**src/rtl/core/mcgn_pkg.sv**
```systemverilog
// Types, codes, constants and helper functions of the month calendar grid navigator.
package mcgn_pkg;

    localparam int NUM_CELLS   = 42;
    localparam int NUM_COLS    = 7;
    localparam int QUEUE_DEPTH = 4;
    localparam int QPTR_W      = $clog2(QUEUE_DEPTH);
    localparam int QCNT_W      = $clog2(QUEUE_DEPTH + 1);

    // floor(y / 100) == (y * 5243) >> 19 for every 14-bit y
    localparam logic [12:0] RECIP_100   = 13'd5243;
    localparam int          RECIP_SHIFT = 19;

    typedef enum logic [2:0] {
        OP_LOAD       = 3'd0,
        OP_PREV_MONTH = 3'd1,
        OP_NEXT_MONTH = 3'd2,
        OP_PREV_YEAR  = 3'd3,
        OP_NEXT_YEAR  = 3'd4,
        OP_HOME       = 3'd5
    } op_t;

    typedef enum logic [1:0] {
        CFG_COL0_WEEKDAY    = 2'd0,
        CFG_HIGHLIGHT_DAY   = 2'd1,
        CFG_HIGHLIGHT_MONTH = 2'd2,
        CFG_HIGHLIGHT_YEAR  = 2'd3
    } cfg_index_t;

    typedef struct packed {
        logic [2:0]  col0_weekday;
        logic [4:0]  highlight_day;
        logic [3:0]  highlight_month;
        logic [13:0] highlight_year;
    } cfg_t;

    typedef struct packed {
        logic [3:0]  month;
        logic [13:0] year;
    } view_t;

    // Everything the emitter needs to send one grid
    typedef struct packed {
        logic [2:0]  offset;
        logic [4:0]  ndays;
        logic [4:0]  hl_day;   // 0 when the highlight date is not on view
        logic [3:0]  month;
        logic [13:0] year;
    } grid_t;

    // (13 * (m + 1)) / 5 for the shifted month 3..14
    function automatic logic [5:0] month_term(input logic [3:0] m);
        logic [5:0] t;
        unique case (m)
            4'd3:    t = 6'd10;
            4'd4:    t = 6'd13;
            4'd5:    t = 6'd15;
            4'd6:    t = 6'd18;
            4'd7:    t = 6'd20;
            4'd8:    t = 6'd23;
            4'd9:    t = 6'd26;
            4'd10:   t = 6'd28;
            4'd11:   t = 6'd31;
            4'd12:   t = 6'd33;
            4'd13:   t = 6'd36;
            4'd14:   t = 6'd39;
            default: t = 6'd0;
        endcase
        return t;
    endfunction

    // Fold octal digits, since 8 is 1 modulo 7
    function automatic logic [2:0] mod7(input logic [10:0] x);
        logic [4:0] s1;
        logic [3:0] s2;
        s1 = 5'(x[2:0]) + 5'(x[5:3]) + 5'(x[8:6]) + 5'(x[10:9]);
        s2 = 4'(s1[2:0]) + 4'(s1[4:3]);
        if (s2 >= 4'd7)
        begin
            s2 = s2 - 4'd7;
        end
        return s2[2:0];
    endfunction

    function automatic logic [4:0] days_in(input logic [3:0] m, input logic leap);
        logic [4:0] n;
        unique case (m)
            4'd2:                      n = leap ? 5'd29 : 5'd28;
            4'd4, 4'd6, 4'd9, 4'd11:   n = 5'd30;
            default:                   n = 5'd31;
        endcase
        return n;
    endfunction

endpackage

```
**src/rtl/core/mcgn_front.sv**
```systemverilog
// Front end: accept navigation events, update the view, queue the months to draw.
module mcgn_front #(
    parameter int YEAR_LIMIT = 9999
) (
    input  logic                clk,
    input  logic                rst_n,
    input  logic                push,
    input  logic [2:0]          operation,
    input  logic [3:0]          load_month,
    input  logic [13:0]         load_year,
    input  mcgn_pkg::cfg_t      cfg,
    input  logic                q_full,
    output logic                q_write,
    output mcgn_pkg::view_t     q_data
);

    localparam logic [14:0] LIMIT = 15'(YEAR_LIMIT);

    logic [3:0]  view_month_reg, view_month_next;
    logic [13:0] view_year_reg, view_year_next;
    logic        valid;

    always_comb
    begin
        valid           = 1'b0;
        view_month_next = view_month_reg;
        view_year_next  = view_year_reg;
        unique case (operation)
            mcgn_pkg::OP_LOAD:
            begin
                if (load_month >= 4'd1 && load_month <= 4'd12 &&
                    load_year != 14'd0 && {1'b0, load_year} <= LIMIT)
                begin
                    valid           = 1'b1;
                    view_month_next = load_month;
                    view_year_next  = load_year;
                end
            end
            mcgn_pkg::OP_PREV_MONTH:
            begin
                if (!(view_year_reg <= 14'd1 &&
                      (view_year_reg == 14'd0 || view_month_reg == 4'd1)))
                begin
                    valid = 1'b1;
                    if (view_month_reg == 4'd1)
                    begin
                        view_month_next = 4'd12;
                        view_year_next  = view_year_reg - 14'd1;
                    end
                    else
                    begin
                        view_month_next = view_month_reg - 4'd1;
                    end
                end
            end
            mcgn_pkg::OP_NEXT_MONTH:
            begin
                if (!({1'b0, view_year_reg} > LIMIT ||
                      ({1'b0, view_year_reg} == LIMIT && view_month_reg == 4'd12)))
                begin
                    valid = 1'b1;
                    if (view_month_reg == 4'd12)
                    begin
                        view_month_next = 4'd1;
                        view_year_next  = view_year_reg + 14'd1;
                    end
                    else
                    begin
                        view_month_next = view_month_reg + 4'd1;
                    end
                end
            end
            mcgn_pkg::OP_PREV_YEAR:
            begin
                if (view_year_reg > 14'd1)
                begin
                    valid          = 1'b1;
                    view_year_next = view_year_reg - 14'd1;
                end
            end
            mcgn_pkg::OP_NEXT_YEAR:
            begin
                if ({1'b0, view_year_reg} < LIMIT)
                begin
                    valid          = 1'b1;
                    view_year_next = view_year_reg + 14'd1;
                end
            end
            mcgn_pkg::OP_HOME:
            begin
                if (cfg.highlight_month >= 4'd1 && cfg.highlight_month <= 4'd12 &&
                    cfg.highlight_year != 14'd0 && {1'b0, cfg.highlight_year} <= LIMIT)
                begin
                    valid           = 1'b1;
                    view_month_next = cfg.highlight_month;
                    view_year_next  = cfg.highlight_year;
                end
            end
            default:
            begin
                valid = 1'b0;
            end
        endcase
    end

    // Refused and unknown events are taken and dropped
    assign q_write      = push && !q_full && valid;
    assign q_data.month = view_month_next;
    assign q_data.year  = view_year_next;

    always_ff @(posedge clk or negedge rst_n)
    begin
        if (!rst_n)
        begin
            view_month_reg <= 4'd1;
            view_year_reg  <= 14'd2016;
        end
        else if (q_write)
        begin
            view_month_reg <= view_month_next;
            view_year_reg  <= view_year_next;
        end
    end

endmodule

```
**src/rtl/core/mcgn_queue.sv**
```systemverilog
// Short queue of months waiting to be drawn, between the front and back ends.
module mcgn_queue (
    input  logic                clk,
    input  logic                rst_n,
    input  logic                wr_en,
    input  mcgn_pkg::view_t     wr_data,
    input  logic                rd_en,
    output mcgn_pkg::view_t     rd_data,
    output logic                q_empty,
    output logic                q_full
);

    mcgn_pkg::view_t               mem_reg [mcgn_pkg::QUEUE_DEPTH];
    logic [mcgn_pkg::QPTR_W-1:0]   wr_ptr_reg, rd_ptr_reg;
    logic [mcgn_pkg::QCNT_W-1:0]   count_reg;

    assign q_empty = (count_reg == '0);
    assign q_full  = (count_reg == mcgn_pkg::QCNT_W'(mcgn_pkg::QUEUE_DEPTH));
    assign rd_data = mem_reg[rd_ptr_reg];

    always_ff @(posedge clk)
    begin
        if (wr_en)
        begin
            mem_reg[wr_ptr_reg] <= wr_data;
        end
    end

    always_ff @(posedge clk or negedge rst_n)
    begin
        if (!rst_n)
        begin
            wr_ptr_reg <= '0;
            rd_ptr_reg <= '0;
            count_reg  <= '0;
        end
        else
        begin
            if (wr_en)
            begin
                wr_ptr_reg <= wr_ptr_reg + 1'b1;
            end
            if (rd_en)
            begin
                rd_ptr_reg <= rd_ptr_reg + 1'b1;
            end
            if (wr_en && !rd_en)
            begin
                count_reg <= count_reg + 1'b1;
            end
            else if (!wr_en && rd_en)
            begin
                count_reg <= count_reg - 1'b1;
            end
        end
    end

endmodule

```
**src/rtl/core/mcgn_prep.sv**
```systemverilog
// Back end, first part: work out first weekday, month length and highlight of a month.
module mcgn_prep (
    input  logic                clk,
    input  logic                rst_n,
    input  mcgn_pkg::cfg_t      cfg,
    input  logic                q_empty,
    input  mcgn_pkg::view_t     q_data,
    output logic                q_pop,
    output logic                grid_valid,
    output mcgn_pkg::grid_t     grid,
    input  logic                grid_take
);

    typedef enum logic [6:0] {
        P_IDLE = 7'b0000001,
        P_MUL  = 7'b0000010,
        P_DIG1 = 7'b0000100,
        P_DIG2 = 7'b0001000,
        P_SUM  = 7'b0010000,
        P_FIN  = 7'b0100000,
        P_HOLD = 7'b1000000
    } pstate_t;

    pstate_t         state_reg, state_next;
    logic [3:0]      m_reg, madj_reg;
    logic [13:0]     y_reg, yadj_reg;
    logic [26:0]     prod_reg;
    logic [7:0]      c_reg, c2_reg;
    logic [6:0]      k_reg;
    logic [10:0]     sum_reg;
    logic            leap_reg;
    mcgn_pkg::grid_t grid_reg;

    logic [13:0]     c_x100, c2_x100, k2;
    logic [2:0]      fw, ws;
    logic [3:0]      off_wide;

    assign q_pop      = (state_reg == P_IDLE) && !q_empty;
    assign grid_valid = (state_reg == P_HOLD);
    assign grid       = grid_reg;

    assign c_x100  = 14'(c_reg)  * 14'd100;
    assign c2_x100 = 14'(c2_reg) * 14'd100;
    assign k2      = y_reg - c2_x100;
    assign fw      = mcgn_pkg::mod7(sum_reg);
    assign ws      = (cfg.col0_weekday == 3'd7) ? 3'd0 : cfg.col0_weekday;
    assign off_wide = (fw >= ws) ? 4'(fw - ws) : (4'(fw) + 4'd7 - 4'(ws));

    always_comb
    begin
        state_next = state_reg;
        unique case (state_reg)
            P_IDLE: if (!q_empty) state_next = P_MUL;
            P_MUL:  state_next = P_DIG1;
            P_DIG1: state_next = P_DIG2;
            P_DIG2: state_next = P_SUM;
            P_SUM:  state_next = P_FIN;
            P_FIN:  state_next = P_HOLD;
            P_HOLD: if (grid_take) state_next = P_IDLE;
            default: state_next = P_IDLE;
        endcase
    end

    always_ff @(posedge clk or negedge rst_n)
    begin
        if (!rst_n)
        begin
            state_reg <= P_IDLE;
        end
        else
        begin
            state_reg <= state_next;
        end
    end

    // Datapath: each reciprocal product is registered in prod_reg before use
    always_ff @(posedge clk)
    begin
        unique case (state_reg)
            P_IDLE:
            begin
                m_reg <= q_data.month;
                y_reg <= q_data.year;
                if (q_data.month < 4'd3)
                begin
                    madj_reg <= q_data.month + 4'd12;
                    yadj_reg <= q_data.year - 14'd1;
                end
                else
                begin
                    madj_reg <= q_data.month;
                    yadj_reg <= q_data.year;
                end
            end
            P_MUL:
            begin
                prod_reg <= 27'(yadj_reg) * 27'(mcgn_pkg::RECIP_100);
            end
            P_DIG1:
            begin
                c_reg    <= prod_reg[mcgn_pkg::RECIP_SHIFT +: 8];
                prod_reg <= 27'(y_reg) * 27'(mcgn_pkg::RECIP_100);
            end
            P_DIG2:
            begin
                k_reg  <= 7'(yadj_reg - c_x100);
                c2_reg <= prod_reg[mcgn_pkg::RECIP_SHIFT +: 8];
            end
            P_SUM:
            begin
                sum_reg <= 11'(mcgn_pkg::month_term(madj_reg)) + 11'(c_reg[7:2])
                         + 11'(c_reg) * 11'd5 + 11'(k_reg) + 11'(k_reg[6:2]);
                leap_reg <= (k2 != 14'd0) ? (y_reg[1:0] == 2'd0) : (c2_reg[1:0] == 2'd0);
            end
            P_FIN:
            begin
                grid_reg.offset <= off_wide[2:0];
                grid_reg.ndays  <= mcgn_pkg::days_in(m_reg, leap_reg);
                grid_reg.hl_day <= (m_reg == cfg.highlight_month &&
                                    y_reg == cfg.highlight_year) ? cfg.highlight_day : 5'd0;
                grid_reg.month  <= m_reg;
                grid_reg.year   <= y_reg;
            end
            P_HOLD:
            begin
                grid_reg <= grid_reg;
            end
            default:
            begin
                grid_reg <= grid_reg;
            end
        endcase
    end

endmodule

```
**src/rtl/core/mcgn_emit.sv**
```systemverilog
// Back end, second part: walk the 42 cells of a grid and present them as result beats.
module mcgn_emit (
    input  logic                clk,
    input  logic                rst_n,
    input  logic                grid_valid,
    input  mcgn_pkg::grid_t     grid,
    output logic                grid_take,
    input  logic                pop,
    output logic                empty,
    output logic [4:0]          cell_day,
    output logic [2:0]          cell_row,
    output logic [2:0]          cell_column,
    output logic                is_highlight,
    output logic [3:0]          shown_month,
    output logic [13:0]         shown_year,
    output logic                last_cell
);

    logic            active_reg;
    logic [5:0]      pos_reg;
    logic [2:0]      row_reg, col_reg;
    mcgn_pkg::grid_t cur_reg;

    logic            advance;
    logic [6:0]      diff;
    logic            in_month;

    assign last_cell = (pos_reg == 6'(mcgn_pkg::NUM_CELLS - 1));
    assign advance   = pop && active_reg;
    assign grid_take = grid_valid && (!active_reg || (advance && last_cell));
    assign empty     = !active_reg;

    assign diff     = {1'b0, pos_reg} - 7'(cur_reg.offset);
    assign in_month = (pos_reg >= 6'(cur_reg.offset)) && (diff[5:0] < 6'(cur_reg.ndays));

    assign cell_day     = in_month ? 5'(diff[4:0] + 5'd1) : 5'd0;
    assign cell_row     = row_reg;
    assign cell_column  = col_reg;
    assign is_highlight = (cell_day != 5'd0) && (cell_day == cur_reg.hl_day);
    assign shown_month  = cur_reg.month;
    assign shown_year   = cur_reg.year;

    always_ff @(posedge clk or negedge rst_n)
    begin
        if (!rst_n)
        begin
            active_reg <= 1'b0;
            pos_reg    <= '0;
            row_reg    <= '0;
            col_reg    <= '0;
        end
        else if (grid_take)
        begin
            active_reg <= 1'b1;
            pos_reg    <= '0;
            row_reg    <= '0;
            col_reg    <= '0;
        end
        else if (advance)
        begin
            if (last_cell)
            begin
                active_reg <= 1'b0;
            end
            else
            begin
                pos_reg <= pos_reg + 6'd1;
                if (col_reg == 3'(mcgn_pkg::NUM_COLS - 1))
                begin
                    col_reg <= 3'd0;
                    row_reg <= row_reg + 3'd1;
                end
                else
                begin
                    col_reg <= col_reg + 3'd1;
                end
            end
        end
    end

    always_ff @(posedge clk)
    begin
        if (grid_take)
        begin
            cur_reg <= grid;
        end
    end

endmodule

```
**src/rtl/core/month_calendar_grid_navigator.sv**
```systemverilog
// Top level of the month calendar grid navigator: configuration registers and the pipeline.
//
// Usage:
//   Events enter on a queue-style port: an event beat is taken at a rising edge with
//   push high and full low. Each beat carries operation, load_month and load_year.
//   Every accepted event that moves the view answers with 42 result beats, one per grid
//   cell, row by row and left to right; refused moves and unknown codes send nothing.
//   Result beats leave on a queue-style port: a cell is on the ports while empty is low
//   and is taken at an edge with pop high; last_cell marks the 42nd beat of a grid.
//   Configuration registers are written at once through cfg_write, cfg_index and
//   cfg_data; write them only while no grid is pending, which the block does not enforce.
// Timing:
//   The first cell shows once its event has passed the queue, the prep states P_IDLE to
//   P_FIN and the emitter's grid register. While pop stays high the emitter sends one
//   cell per cycle; the weekday and month length of the next grid are worked out while
//   the current one drains. A 4-entry event queue sits between the front and back ends,
//   so events are still taken while the receiver stalls; full rises only when it fills.
// Reset:
//   rst_n clears the queue and the pipeline, sets the view to January 2016 and loads
//   the register reset values (week start Sunday, highlight date 1 January 2016).
module month_calendar_grid_navigator #(
    parameter int YEAR_LIMIT = 9999
) (
    input  logic        clk,
    input  logic        rst_n,
    input  logic        push,
    output logic        full,
    input  logic [2:0]  operation,
    input  logic [3:0]  load_month,
    input  logic [13:0] load_year,
    output logic        empty,
    input  logic        pop,
    output logic [4:0]  cell_day,
    output logic [2:0]  cell_row,
    output logic [2:0]  cell_column,
    output logic        is_highlight,
    output logic [3:0]  shown_month,
    output logic [13:0] shown_year,
    output logic        last_cell,
    input  logic        cfg_write,
    input  logic [1:0]  cfg_index,
    input  logic [13:0] cfg_data
);

    mcgn_pkg::cfg_t  cfg_reg;
    mcgn_pkg::view_t q_wr_data, q_rd_data;
    mcgn_pkg::grid_t grid;
    logic            q_write, q_pop, q_empty, q_full;
    logic            grid_valid, grid_take;

    assign full = q_full;

    // Register bank: keep the low bits of the write data for each register
    always_ff @(posedge clk or negedge rst_n)
    begin
        if (!rst_n)
        begin
            cfg_reg.col0_weekday    <= 3'd0;
            cfg_reg.highlight_day   <= 5'd1;
            cfg_reg.highlight_month <= 4'd1;
            cfg_reg.highlight_year  <= 14'd2016;
        end
        else if (cfg_write)
        begin
            unique case (cfg_index)
                mcgn_pkg::CFG_COL0_WEEKDAY:    cfg_reg.col0_weekday    <= cfg_data[2:0];
                mcgn_pkg::CFG_HIGHLIGHT_DAY:   cfg_reg.highlight_day   <= cfg_data[4:0];
                mcgn_pkg::CFG_HIGHLIGHT_MONTH: cfg_reg.highlight_month <= cfg_data[3:0];
                mcgn_pkg::CFG_HIGHLIGHT_YEAR:  cfg_reg.highlight_year  <= cfg_data;
                default:                       cfg_reg                 <= cfg_reg;
            endcase
        end
    end

    // Front end: classify the event and advance the view
    mcgn_front #(
        .YEAR_LIMIT (YEAR_LIMIT)
    ) u_front (
        .clk        (clk),
        .rst_n      (rst_n),
        .push       (push),
        .operation  (operation),
        .load_month (load_month),
        .load_year  (load_year),
        .cfg        (cfg_reg),
        .q_full     (q_full),
        .q_write    (q_write),
        .q_data     (q_wr_data)
    );

    // Decouple the two ends
    mcgn_queue u_queue (
        .clk     (clk),
        .rst_n   (rst_n),
        .wr_en   (q_write),
        .wr_data (q_wr_data),
        .rd_en   (q_pop),
        .rd_data (q_rd_data),
        .q_empty (q_empty),
        .q_full  (q_full)
    );

    // Back end: Zeller weekday, month length, highlight
    mcgn_prep u_prep (
        .clk        (clk),
        .rst_n      (rst_n),
        .cfg        (cfg_reg),
        .q_empty    (q_empty),
        .q_data     (q_rd_data),
        .q_pop      (q_pop),
        .grid_valid (grid_valid),
        .grid       (grid),
        .grid_take  (grid_take)
    );

    // Back end: one cell per beat
    mcgn_emit u_emit (
        .clk          (clk),
        .rst_n        (rst_n),
        .grid_valid   (grid_valid),
        .grid         (grid),
        .grid_take    (grid_take),
        .pop          (pop),
        .empty        (empty),
        .cell_day     (cell_day),
        .cell_row     (cell_row),
        .cell_column  (cell_column),
        .is_highlight (is_highlight),
        .shown_month  (shown_month),
        .shown_year   (shown_year),
        .last_cell    (last_cell)
    );

endmodule

```
**config.mk**
```make
export PLATFORM = sky130hd
export DESIGN_NAME = month_calendar_grid_navigator
export DESIGN_NICKNAME = d
export VERILOG_FILES = /design/src/rtl/core/mcgn_pkg.sv /design/src/rtl/core/mcgn_front.sv /design/src/rtl/core/mcgn_queue.sv /design/src/rtl/core/mcgn_prep.sv /design/src/rtl/core/mcgn_emit.sv /design/src/rtl/core/month_calendar_grid_navigator.sv
export SDC_FILE = /design/constraint.sdc
export NUM_CORES = 1
export LEC_CHECK = 0
export BUFFER_PORTS_ARGS = -buffer_cell sky130_fd_sc_hd__buf_2
export CAP_MARGIN = 30
export CORE_MARGIN = 2
export CORE_UTILIZATION = 64
export CTS_CLUSTER_DIAMETER = 40
export CTS_CLUSTER_SIZE = 24
export DETAILED_ROUTE_END_ITERATION = 12
export PLACE_DENSITY = 0.82
export SLEW_MARGIN = 30
export SYNTH_ARGS = -nofsm -noshare
export SYNTH_HDL_FRONTEND = slang
export SYNTH_SLANG_ARGS = --single-unit
```
**constraint.sdc**
```tcl
create_clock -name clk -period 5.9 [get_ports clk]
set_input_delay 0.885 -clock clk [delete_from_list [all_inputs] [get_ports clk]]
set_output_delay 0.885 -clock clk [all_outputs]
set_load 0.01 [all_outputs]
```
### Yosys cells after proc, flatten, opt, wreduce, memory -nomap -nowiden

Memories as Yosys holds them, arrays and structs flattened. A register that Yosys moved wholly into a read port is not among the register bits.
Cells that the tools add are included.

| storage, ports and cells | value |
|---|---|
| logic and storage cells | 225 |
| output and inout port bits | 33 |
| memory bits (writable) | 72 |
| bits in read-only memories | 96 |
| bits of input ports | 42 |
| memories | 2 |
| flip-flop bits (word level) | 231 |

| cells by class | value |
|---|---|
| equality and inequality tests | 33 |
| $lt $le $gt $ge | 15 |
| muxes and demuxes | 56 |
| reductions and logical operators | 51 |
| $add $sub $neg | 29 |
| multiply operators | 5 |

Memories:

| name | depth | width | read ports | clocked after memory_dff | write ports | line | text |
|---|---|---|---|---|---|---|---|
| (no name shown) | 16 | 6 | 1 | 1 | 0 | mcgn_pkg.sv:54 | `unique case (m)` |
| u_queue.mem_reg | 4 | 18 | 1 | 0 | 1 | mcgn_queue.sv:13 | `mcgn_pkg::view_t mem_reg [mcgn_pkg::QUEUE_DEPTH];` |

Operators with widths:

| operator | count |
|---|---|
| $mux 14 | 9 |
| $pmux 14 s6 | 1 |
| $mul 14x13->27 const B | 2 |
| $pmux 27 s2 | 1 |
| $pmux 7 s7 | 1 |
| $reduce_bool 14->1 | 3 |
| $mux 3 | 13 |
| $mux 4 | 8 |
| $le 14x14->1 const B | 2 |
| $sub 14x1->14 const B | 2 |
| $mux 6 | 4 |
| $logic_and 1x1->1 | 19 |
| $pmux 4 s4 | 1 |
| $eq 3x3->1 const B | 5 |
| $add 14x1->14 const B | 1 |
| $eq 14x14->1 | 1 |
| $eq 14x14->1 const B | 1 |
| $gt 14x1->1 const B | 1 |
| $gt 14x14->1 const B | 1 |
| $le 14x1->1 const B | 1 |
| $logic_not 14->1 | 1 |
| $lt 14x14->1 const B | 1 |
| $mux 7 | 2 |
| $reduce_and 2->1 | 7 |
| 63 further kinds | 101 |

### Logic depth before layout (Yosys ltp)

Gate-level depths: netlist (run 1).

| logic depth | value |
|---|---|
| word-level depth | 11 |
| mapped depth | 23 |
| mapped depth without buffers | 23 |

### By module

A second synthesis (run 1) with hierarchy kept.

| second synthesis, totals | value |
|---|---|
| cells, all modules | 1961 |
| area total of the unflattened synthesis | 22723.0 µm² |

Modules (own cells, without submodules):

| module | times used | cells an instance | area each (µm²) | sequential area each (µm²) |
|---|---|---|---|---|
| mcgn_prep | 1 | 1235 | 13825.8 | 3449.6 |
| mcgn_queue | 1 | 128 | 2992.9 | 2337.2 |
| mcgn_front | 1 | 354 | 2596.2 | 459.2 |
| mcgn_emit | 1 | 187 | 2268.4 | 1256.2 |
| month_calendar_grid_navigator | 1 | 57 | 1039.7 | 660.6 |

### Least setup slack after synthesis (run 1)

Ideal clock, no wire load.

| timing path | value |
|---|---|
| path type | reg-to-reg |
| start point | register u_prep.sum_reg[0] |
| end point | register u_prep.grid_reg, in the netlist u_prep.grid[30] (data pin) |
| arrival time | 4849 ps |
| data required time | 5641 ps |
| library setup time | 259 ps |
| slack | 792 ps |
| path buffers | 0 |
| clock period less this slack | 5108 ps |
| cell stages (with the launch flop) | 21 |
| cells stage by stage | edfxtp_1 ha_1 fa_1 fa_1 ha_1 fa_1 xor2_1 ha_1 fa_1 ha_1 inv_1 o21ai_0 nand2_1 o21ai_0 mux2_2 ha_1 o21ai_0 nand2b_1 a21oi_1 o21ai_0 xnor2_1 |

| between the ends | value |
|---|---|
| longest elaborated chain between the ends | 9 |
| elaborated cells between the ends (all ways) | 12 |
| those cells by class | add/sub (8); order compare (2); mux (2) |

RTL lines:

| item | line | text |
|---|---|---|
| from (decl) | mcgn_prep.sv:30 | `logic [10:0] sum_reg;` |
| from (signal assigned) | mcgn_prep.sv:111 | `sum_reg <= 11'(mcgn_pkg::month_term(madj_reg)) + 11'(c_reg[7:2])` |
| $add 3x3->4 (*) | mcgn_pkg.sv:76 | `s1 = 5'(x[2:0]) + 5'(x[5:3]) + 5'(x[8:6]) + 5'(x[10:9]);` |
| $add 5x3->5 (*) | mcgn_pkg.sv:76 |  |
| $add 5x2->5 (*) | mcgn_pkg.sv:76 |  |
| $add 3x2->4 (*) | mcgn_pkg.sv:77 | `s2 = 4'(s1[2:0]) + 4'(s1[4:3]);` |
| $ge 4x3->1 / $sub 3x3->3 (equally long branches) | mcgn_pkg.sv:78, mcgn_pkg.sv:80 |  |
| $mux 3 (*) | mcgn_pkg.sv:78 | `if (s2 >= 4'd7)` |
| $add 3x3->3 | mcgn_prep.sv:47 | `assign off_wide = (fw >= ws) ? 4'(fw - ws) : (4'(fw) + 4'd7 - 4'(ws));` |
| $sub 3x3->3 | mcgn_prep.sv:47 |  |
| $mux 3 (*) | mcgn_prep.sv:47 |  |
| via u_prep.off_wide[2] | mcgn_prep.sv:36 | `logic [3:0] off_wide;` |
| to (signal assigned) | mcgn_prep.sv:126 | `grid_reg <= grid_reg;` |
| to (signal assigned) | mcgn_prep.sv:130 | `grid_reg <= grid_reg;` |
| to (decl) | mcgn_prep.sv:32 | `mcgn_pkg::grid_t grid_reg;` |

The timed path passes the listed nets; every way through them passes the cells marked *.
A chain may end at the register's enable or synchronous reset.

### Final worst setup path (run 1)

| timing path | value |
|---|---|
| start point | register u_prep.y_reg[10] |
| end point | register u_prep.prod_reg[26] (data pin) |

| between the ends | value |
|---|---|
| longest elaborated chain between the ends | 2 |

RTL lines:

| item | line | text |
|---|---|---|
| from (decl) | mcgn_prep.sv:26 | `logic [13:0] y_reg, yadj_reg;` |
| from (signal assigned) | mcgn_prep.sv:83 | `y_reg <= q_data.year;` |
| $mul 14x13->27 | mcgn_prep.sv:102 | `prod_reg <= 27'(y_reg) * 27'(mcgn_pkg::RECIP_100);` |
| $pmux 27 s2 | mcgn_prep.sv:79 | `unique case (state_reg)` |
| to (signal assigned) | mcgn_prep.sv:97 | `prod_reg <= 27'(yadj_reg) * 27'(mcgn_pkg::RECIP_100);` |
| to (signal assigned) | mcgn_prep.sv:102 |  |
| to (decl) | mcgn_prep.sv:27 | `logic [26:0] prod_reg;` |

Every way passes these cells.

==> results of run 1 <==
layout by cell type, fill, tap and decap left out, types with 18 or more instances in the layout:
cell / n
sky130_fd_sc_hd__inv_1: 357
sky130_fd_sc_hd__ha_1: 307
sky130_fd_sc_hd__edfxtp_1: 205
sky130_fd_sc_hd__fa_1: 157
sky130_fd_sc_hd__nand2_1: 82
sky130_fd_sc_hd__nor2_1: 80
sky130_fd_sc_hd__buf_2: 73
sky130_fd_sc_hd__xnor2_1: 62
sky130_fd_sc_hd__dfrtp_1: 55
sky130_fd_sc_hd__o21ai_0: 51
sky130_fd_sc_hd__xor2_1: 50
sky130_fd_sc_hd__a21oi_1: 45
sky130_fd_sc_hd__mux2_2: 38
sky130_fd_sc_hd__clkbuf_16: 37
sky130_fd_sc_hd__nor3_1: 31
sky130_fd_sc_hd__nand3_1: 22
sky130_fd_sc_hd__a21o_1: 21
sky130_fd_sc_hd__nor4_1: 18
sky130_fd_sc_hd__mux4_2: 18
sky130_fd_sc_hd__buf_4: 18
metal layers:
metal / track usage, % / up-vias / share of wire [%]
met3: 5.778 / 164 / 6.6
li1: - / 6850 / -
met2: 51.27 / 546 / 50
met1: 35.79 / 7465 / 39
met5: 0 / - / 0.025
met4: 12.49 / 2 / 4.2
per-stage QoR:
step	worst slack, ns	hold slack, ns
6_report	0.3135	0.3382
5_1_grt	0.01913	0.4097
4_1_cts	0.2893	0.4192
3_5_place_dp	0.3290	0.4045
3_3_place_gp	0.4039	0.4011
2_1_floorplan	0.7921	0.4003
logic make-up (layout without fill, tap and decap cells):
family / after synthesis / count (layout) / synth area share (%)
compound gates: 247 / 247 / 7.557
other cells: 0 / 2 / 0
mux: 77 / 77 / 4.735
simple gates: 356 / 356 / 8.348
buf+inv: 415 / 514 / 7.445
xor+xnor: 112 / 112 / 4.399
fa+ha+maj: 464 / 464 / 31.32
flops: 282 / 282 / 36.20
cell type report:
type | instances | area, sq um
Antenna cell | 2 | 5.005
Clock buffer | 40 | 948.4
Clock inverter | 23 | 321.6
Fill cell | 2236 | 10070
Inverter | 358 | 1344
Multi-Input combinational cell | 1256 | 12590
Sequential cell | 282 | 8073
Tap cell | 455 | 569.3
Timing Repair Buffer | 93 | 539.3
worst paths after layout:
path                                   from                        end  cells after the start
max                        u_prep.y_reg[10]        u_prep.prod_reg[26]                     18
min                                   rst_n  u_front.view_month_reg[2]                      1
max reg2reg                u_prep.y_reg[10]        u_prep.prod_reg[26]                     18
min reg2reg                 u_prep.grid[18]         u_emit.cur_reg[18]                      0
max in group asynchronous             rst_n         u_emit.cell_row[2]                      1
min in group clk            u_prep.grid[18]         u_emit.cur_reg[18]                      0
timing repair:
item,in CTS,in global routing
resized for setup,0,1
setup buffers,0,3
endpoints found under the setup margin,0,2
==> flow_summary.rst, run 1 <==
.. list-table::
   :header-rows: 1

   * - Metric
     - Value
   * - Cell family contributing the most delay on the critical path
     - adder cells
   * - Vias in the first global route
     - roughly 16000
   * - Remaining global-route overflow
     - 0
   * - CP cell instances
     - fa_1, ha_1, inv_1, fa_1, inv_1, fa_1, inv_1, fa_1, inv_1, ha_1, nand2_1, nor4_1, o31ai_1, a21oi_1, nor3_1, o31ai_1, xnor2_1, o21ai_0
   * - Die span in y
     - 190.7 um
   * - Type of destination of the critical path
     - flop
   * - Max transition margin
     - a little over a third
   * - Count of boundary I/O pins
     - 75
   * - Clock Path Buffers
     - 3
   * - Slew at the pin closest to its max-slew limit
     - between 0.9 and 1 ns
   * - Root Buffer
     - sky130_fd_sc_hd__clkbuf_16
   * - Routed WL
     - 51650 um
   * - Kind of launch point of the worst setup path
     - flop
   * - Number of setup violations in the final report
     - 0
   * - Placed cell count
     - 2440
   * - Antenna violation net count after detailed routing
     - 0
   * - Synth cell types
     - 89
   * - Worst path bufs/invs
     - 4
   * - H-tree Lvls
     - 2
   * - Cell type with the largest total area after synthesis
     - sky130_fd_sc_hd__edfxtp_1
   * - Synthesized net count
     - between 2000 and 2500
   * - Global-route wire length before repair
     - approximately 82000 um
   * - Count of flip-flops with a built-in enable after synthesis
     - a little over 200
   * - Initial DRC Count
     - between 1000 and 1500
   * - Avg Inst Size Synth
     - 11.42 sq um
   * - RSZ-0062 raised after global routing
     - false
   * - Via-to-Cell Ratio
     - approximately 6.0
   * - Clock latency at the later pin of the worst-skew pair
     - around 0.53 ns
   * - Most repeated cell in the gate-level netlist after synthesis
     - sky130_fd_sc_hd__inv_1
   * - Maximum number of pins on one net before global-route repair
     - 72
   * - Non-filler cells in the finished layout
     - between 2000 and 3000
   * - Chip Width
     - about 190 um
   * - Weighted congestion at the end of routability-driven global placement
     - ~0.96
   * - Gate count after technology mapping
     - around 2000
   * - Signed area change from the synthesized netlist to the final layout
     - 9.364%
   * - Initial DRT Pass Iterations
     - 6
   * - Area of the die
     - about 36000 sq um
   * - Final critical-path required period
     - approximately 5.6 ns
   * - PortBufs
     - 74
   * - Total negative setup slack
     - 0 ns
   * - Highest fanout seen on the critical path
     - 9
   * - Outcome
     - finished, final reports clean
   * - CTS Buf Count
     - 35
   * - FF+latch count, synth
     - between 200 and 300
   * - Number of clock sinks seen by CTS
     - ~280
   * - TritonCTS clock tree
     - done
   * - Yosys top cell area share
     - 27.60%
   * - Layout cell share with drive strength beyond 1
     - 12.43%
   * - Sequential fraction of the synthesis area
     - a little over a third
   * - Count of maximum capacitance violations
     - 0
   * - Initial antenna violation count
     - 3
   * - Final design area excluding fillers
     - 24390 sq um
   * - Count of yosys warnings during synthesis
     - 0
   * - Number of hold violations in the final report
     - 0
   * - Worst reg2reg setup slack
     - about 0.31 ns
   * - Worst EP arrival
     - 5.85 ns
   * - WP data required
     - about 6.2 ns
   * - Tot GR Track Use
     - 29.45%
   * - Site row count
     - 68
   * - Largest stage delay on the critical path
     - around 0.70 ns
   * - Post-synth top flop
     - sky130_fd_sc_hd__edfxtp_1
   * - Clock-pin slew on the worst setup and hold paths
     - about 0.070 ns
   * - Top post-synthesis cells by area
     - sky130_fd_sc_hd__edfxtp_1, sky130_fd_sc_hd__ha_1, sky130_fd_sc_hd__fa_1
   * - Remaining routing DRC violations
     - 0
   * - Total core area
     - roughly 34000 sq um
   * - Commonest cells in the netlist
     - sky130_fd_sc_hd__inv_1, sky130_fd_sc_hd__ha_1, sky130_fd_sc_hd__edfxtp_1
   * - # hold bufs at CTS
     - 0
   * - Final design utilization
     - about 71%
   * - Highest clock frequency the design can meet
     - 0.1790 GHz
   * - Worst Path Class, Setup
     - reg -> reg
   * - Number of nets in the layout
     - approximately 2500
   * - Cell area after placement
     - around 23000 sq um
   * - Path category of the worst min-delay check
     - in -> async
   * - Detail-routed net length per standard cell
     - a little over 20 um
   * - HPWL after detailed placement
     - ~40000 um
   * - Mapped Area
     - between 20000 and 25000 sq um
   * - Largest register FFs
     - 72
   * - Fin Clk Skew
     - ~0.015 ns
   * - Via count
     - 15027
   * - Effective utilization at floorplan
     - 64.72%
   * - Slowest cell on the critical path
     - sky130_fd_sc_hd__edfxtp_1
   * - Number of max-slew violations in the final report
     - 0
   * - Ratio of final minimum period to clock period
     - between 90% and 100%
   * - Fraction of registers with async set/reset
     - between 20% and 30%
Power of run 1 is not shown: default switching activity piles up to over one toggle a cycle in this logic, so the estimate is an artifact.
==> run 2, diff against run 1 <==
--- a/config.mk
+++ b/config.mk
@@ -7,12 +7,11 @@
 export LEC_CHECK = 0
 export BUFFER_PORTS_ARGS = -buffer_cell sky130_fd_sc_hd__buf_2
 export CAP_MARGIN = 30
-export CORE_MARGIN = 2
-export CORE_UTILIZATION = 64
+export CORE_UTILIZATION = 50
 export CTS_CLUSTER_DIAMETER = 40
 export CTS_CLUSTER_SIZE = 24
 export DETAILED_ROUTE_END_ITERATION = 12
-export PLACE_DENSITY = 0.82
+export PLACE_DENSITY = 0.66
 export SLEW_MARGIN = 30
 export SYNTH_ARGS = -nofsm -noshare
 export SYNTH_HDL_FRONTEND = slang
==> run 2 against run 1 <==
Net effect: utilization fell by 15 points; cell count rose by 5.7%; via count fell by 4.1%; setup slack improved by 0.036 ns; routed wire length fell by 4.0%; global-route usage fell by 6.2 points; die area rose by 25%; cell area rose by 1.4%; worst hold slack got worse by 0.0069 ns; non-clock buffer count fell by 4; flip-flop and latch count did not move; fmax rose by 0.64%.
==> flow_summary.rst, run 2 (synthesis gave the netlist of run 1 again) <==
.. list-table::
   :header-rows: 1

   * - Metric
     - Value
   * - Number of nets in the layout
     - 2534 (+0.079%)
   * - Most common cell after layout, fill and taps aside
     - sky130_fd_sc_hd__inv_1
   * - Layout cell share with drive strength beyond 1
     - 12.77% (+0.34 points)
   * - Count of boundary I/O pins
     - 75 (unchanged)
   * - Number of setup violations in the final report
     - 0 (unchanged)
   * - Slew at the pin closest to its max-slew limit
     - 0.9283 ns (-0.03951 ns)
   * - PortBufs
     - 74 (unchanged)
   * - Cell family contributing the most delay on the critical path
     - adder cells
   * - Signed area change from the synthesized netlist to the final layout
     - 10.89%
   * - Global-route wire length before repair
     - 80740 um (-2.0%)
   * - Number of max-slew violations in the final report
     - 0 (unchanged)
   * - Largest stage delay on the critical path
     - 0.52 ns (-0.18 ns)
   * - Highest clock frequency the design can meet
     - 0.1802 GHz (+0.64%)
   * - CTS Buf Count
     - 41 (+17%)
   * - Outcome
     - finished, final reports clean
   * - Slowest cell on the critical path
     - sky130_fd_sc_hd__fa_1
   * - TritonCTS clock tree
     - done
   * - Vias in the first global route
     - 15179 (-5.6%)
   * - Worst path bufs/invs
     - 1 (-3)
   * - Max transition margin
     - 38.12% (+3.0 points)
   * - Highest-count cells in the layout ignoring fill and taps
     - sky130_fd_sc_hd__inv_1, sky130_fd_sc_hd__ha_1, sky130_fd_sc_hd__edfxtp_1
   * - Worst EP arrival
     - 5.85 ns (about the same)
   * - Worst Path Class, Setup
     - reg -> reg
   * - HPWL after detailed placement
     - 39420 um (-1.5%)
   * - Initial DRC Count
     - 935 (-17%)
   * - Post-cts resize count
     - 0 (unchanged)
   * - Remaining global-route overflow
     - 0 (unchanged)
   * - Worst reg2reg setup slack
     - 0.35 ns (+0.04 ns)
   * - Area of the die
     - 45450 sq um (+25%)
   * - Routed WL
     - 49560 um (-4.0%)
   * - Path category of the worst min-delay check
     - in -> async
   * - Initial DRT Pass Iterations
     - 5 (-1)
   * - Root Buffer
     - sky130_fd_sc_hd__clkbuf_16
   * - Tot GR Track Use
     - 23.21% (-6.2 points)
   * - Antenna fix cells
     - 0 (-2)
   * - Via-to-Cell Ratio
     - 5.433 (-9.3%)
   * - Setup Buffers After CTS
     - 0 (unchanged)
   * - Count of maximum capacitance violations
     - 0 (unchanged)
   * - Clock Path Buffers
     - 3 (unchanged)
   * - Kind of launch point of the worst setup path
     - flop
   * - Effective utilization at floorplan
     - 50.54% (-14 points)
   * - Total core area
     - 44120 sq um (+28%)
   * - Chip Width
     - 213.2 um (+12%)
   * - Remaining routing DRC violations
     - 0 (unchanged)
   * - Total negative setup slack
     - 0 ns (unchanged)
   * - H-tree Lvls
     - 2 (unchanged)
   * - Maximum number of pins on one net before global-route repair
     - 72 (unchanged)
   * - Number of hold violations in the final report
     - 0 (unchanged)
   * - RSZ-0062 raised after global routing
     - false
   * - Die span in y
     - 213.2 um (+12%)
   * - Clock latency at the later pin of the worst-skew pair
     - 0.57 ns (+0.04 ns)
   * - # hold bufs at CTS
     - 0 (unchanged)
   * - Site row count
     - 77 (+13%)
   * - Largest register FFs
     - 72 (unchanged)
   * - Highest fanout seen on the critical path
     - 5 (-4)
   * - Clock-pin slew on the worst setup and hold paths
     - 0.06 ns (about the same)
   * - Fin Clk Skew
     - 0.03456 ns (+0.01962 ns)
   * - CP most frequent cell
     - sky130_fd_sc_hd__ha_1
   * - WP data required
     - 6.20 ns (+0.03 ns)
   * - CP cell instances
     - ha_1, fa_1, fa_1, ha_1, fa_1, xor2_1, ha_1, fa_1, ha_1, inv_1, o21ai_0, nand2_1, o21ai_0, mux2_2, ha_1, o21ai_0, nand2b_1, a21oi_2, o21ai_0, xnor2_1
   * - Antenna violation net count after detailed routing
     - 0 (unchanged)
   * - Ratio of final minimum period to clock period
     - 94.08% (-0.60 points)
   * - Number of clock sinks seen by CTS
     - 282 (unchanged)
   * - Type of destination of the critical path
     - flop
   * - Via count
     - 14408 (-4.1%)
   * - Detail-routed net length per standard cell
     - 18.69 um (-9.2%)
   * - Initial antenna violation count
     - 0 (-3)
   * - Final critical-path required period
     - 5.551 ns (-0.03560 ns)
   * - Weighted congestion at the end of routability-driven global placement
     - 0.9350 (-2.8%)
[run 2: cell types whose count changed in the layout (fill, tap and decap cells not counted), sizes merged]
cell	change
inv	+1
clkinvlp	+1
bufinv	-1
clkbuf	+7
buf	-4
clkinv	+4
diode	-2
[run 2: worst paths after layout]
kind	startpoint	to	cells after the start
worst max-delay path	u_prep.sum_reg[0]	u_prep.grid[30]	20
worst min-delay path	rst_n	u_front.view_year_reg[4]	1
worst max register to register	u_prep.sum_reg[0]	u_prep.grid[30]	20
worst min register to register	u_prep.grid[3]	u_emit.shown_year[3]	0
max in group asynchronous	rst_n	u_emit.pos_reg[3]	1
min in group clk	u_prep.grid[3]	u_emit.shown_year[3]	0
[run 2: cell type report]
class | count | area (sq um)
Fill cell | 3775 | 19390
Multi-Input combinational cell | 1256 | 12610
Sequential cell | 282 | 8073
Inverter | 358 | 1344
Clock buffer | 47 | 1101
Tap cell | 592 | 740.7
Timing Repair Buffer | 89 | 509.2
Clock inverter | 28 | 350.3
[run 2: layer usage]
metal  track usage [%]  wire, um
met4             5.739       907
met1             30.32     21590
met2             40.37     24780
met5                 0         0
met3             3.456      2289
[run 2: metrics by stage]
stage | setup slack, ns | util (%) | cells | hold WS (ns) | instance area, sq um
4_1_cts | 0.2835 | 56.00 | 2652 | 0.4180 | 24710
5_1_grt | 0.06674 | 56.05 | 2652 | 0.3864 | 24730
3_5_place_dp | 0.2956 | 52.71 | 2577 | 0.4070 | 23260
6_report | 0.3491 | 56.05 | 2652 | 0.3313 | 24730
3_3_place_gp | 0.3557 | 52.65 | 2576 | 0.4024 | 23230
2_1_floorplan | 0.7921 | - | 1953 | 0.4003 | 22300
Power of run 2 is left out for the same reason.
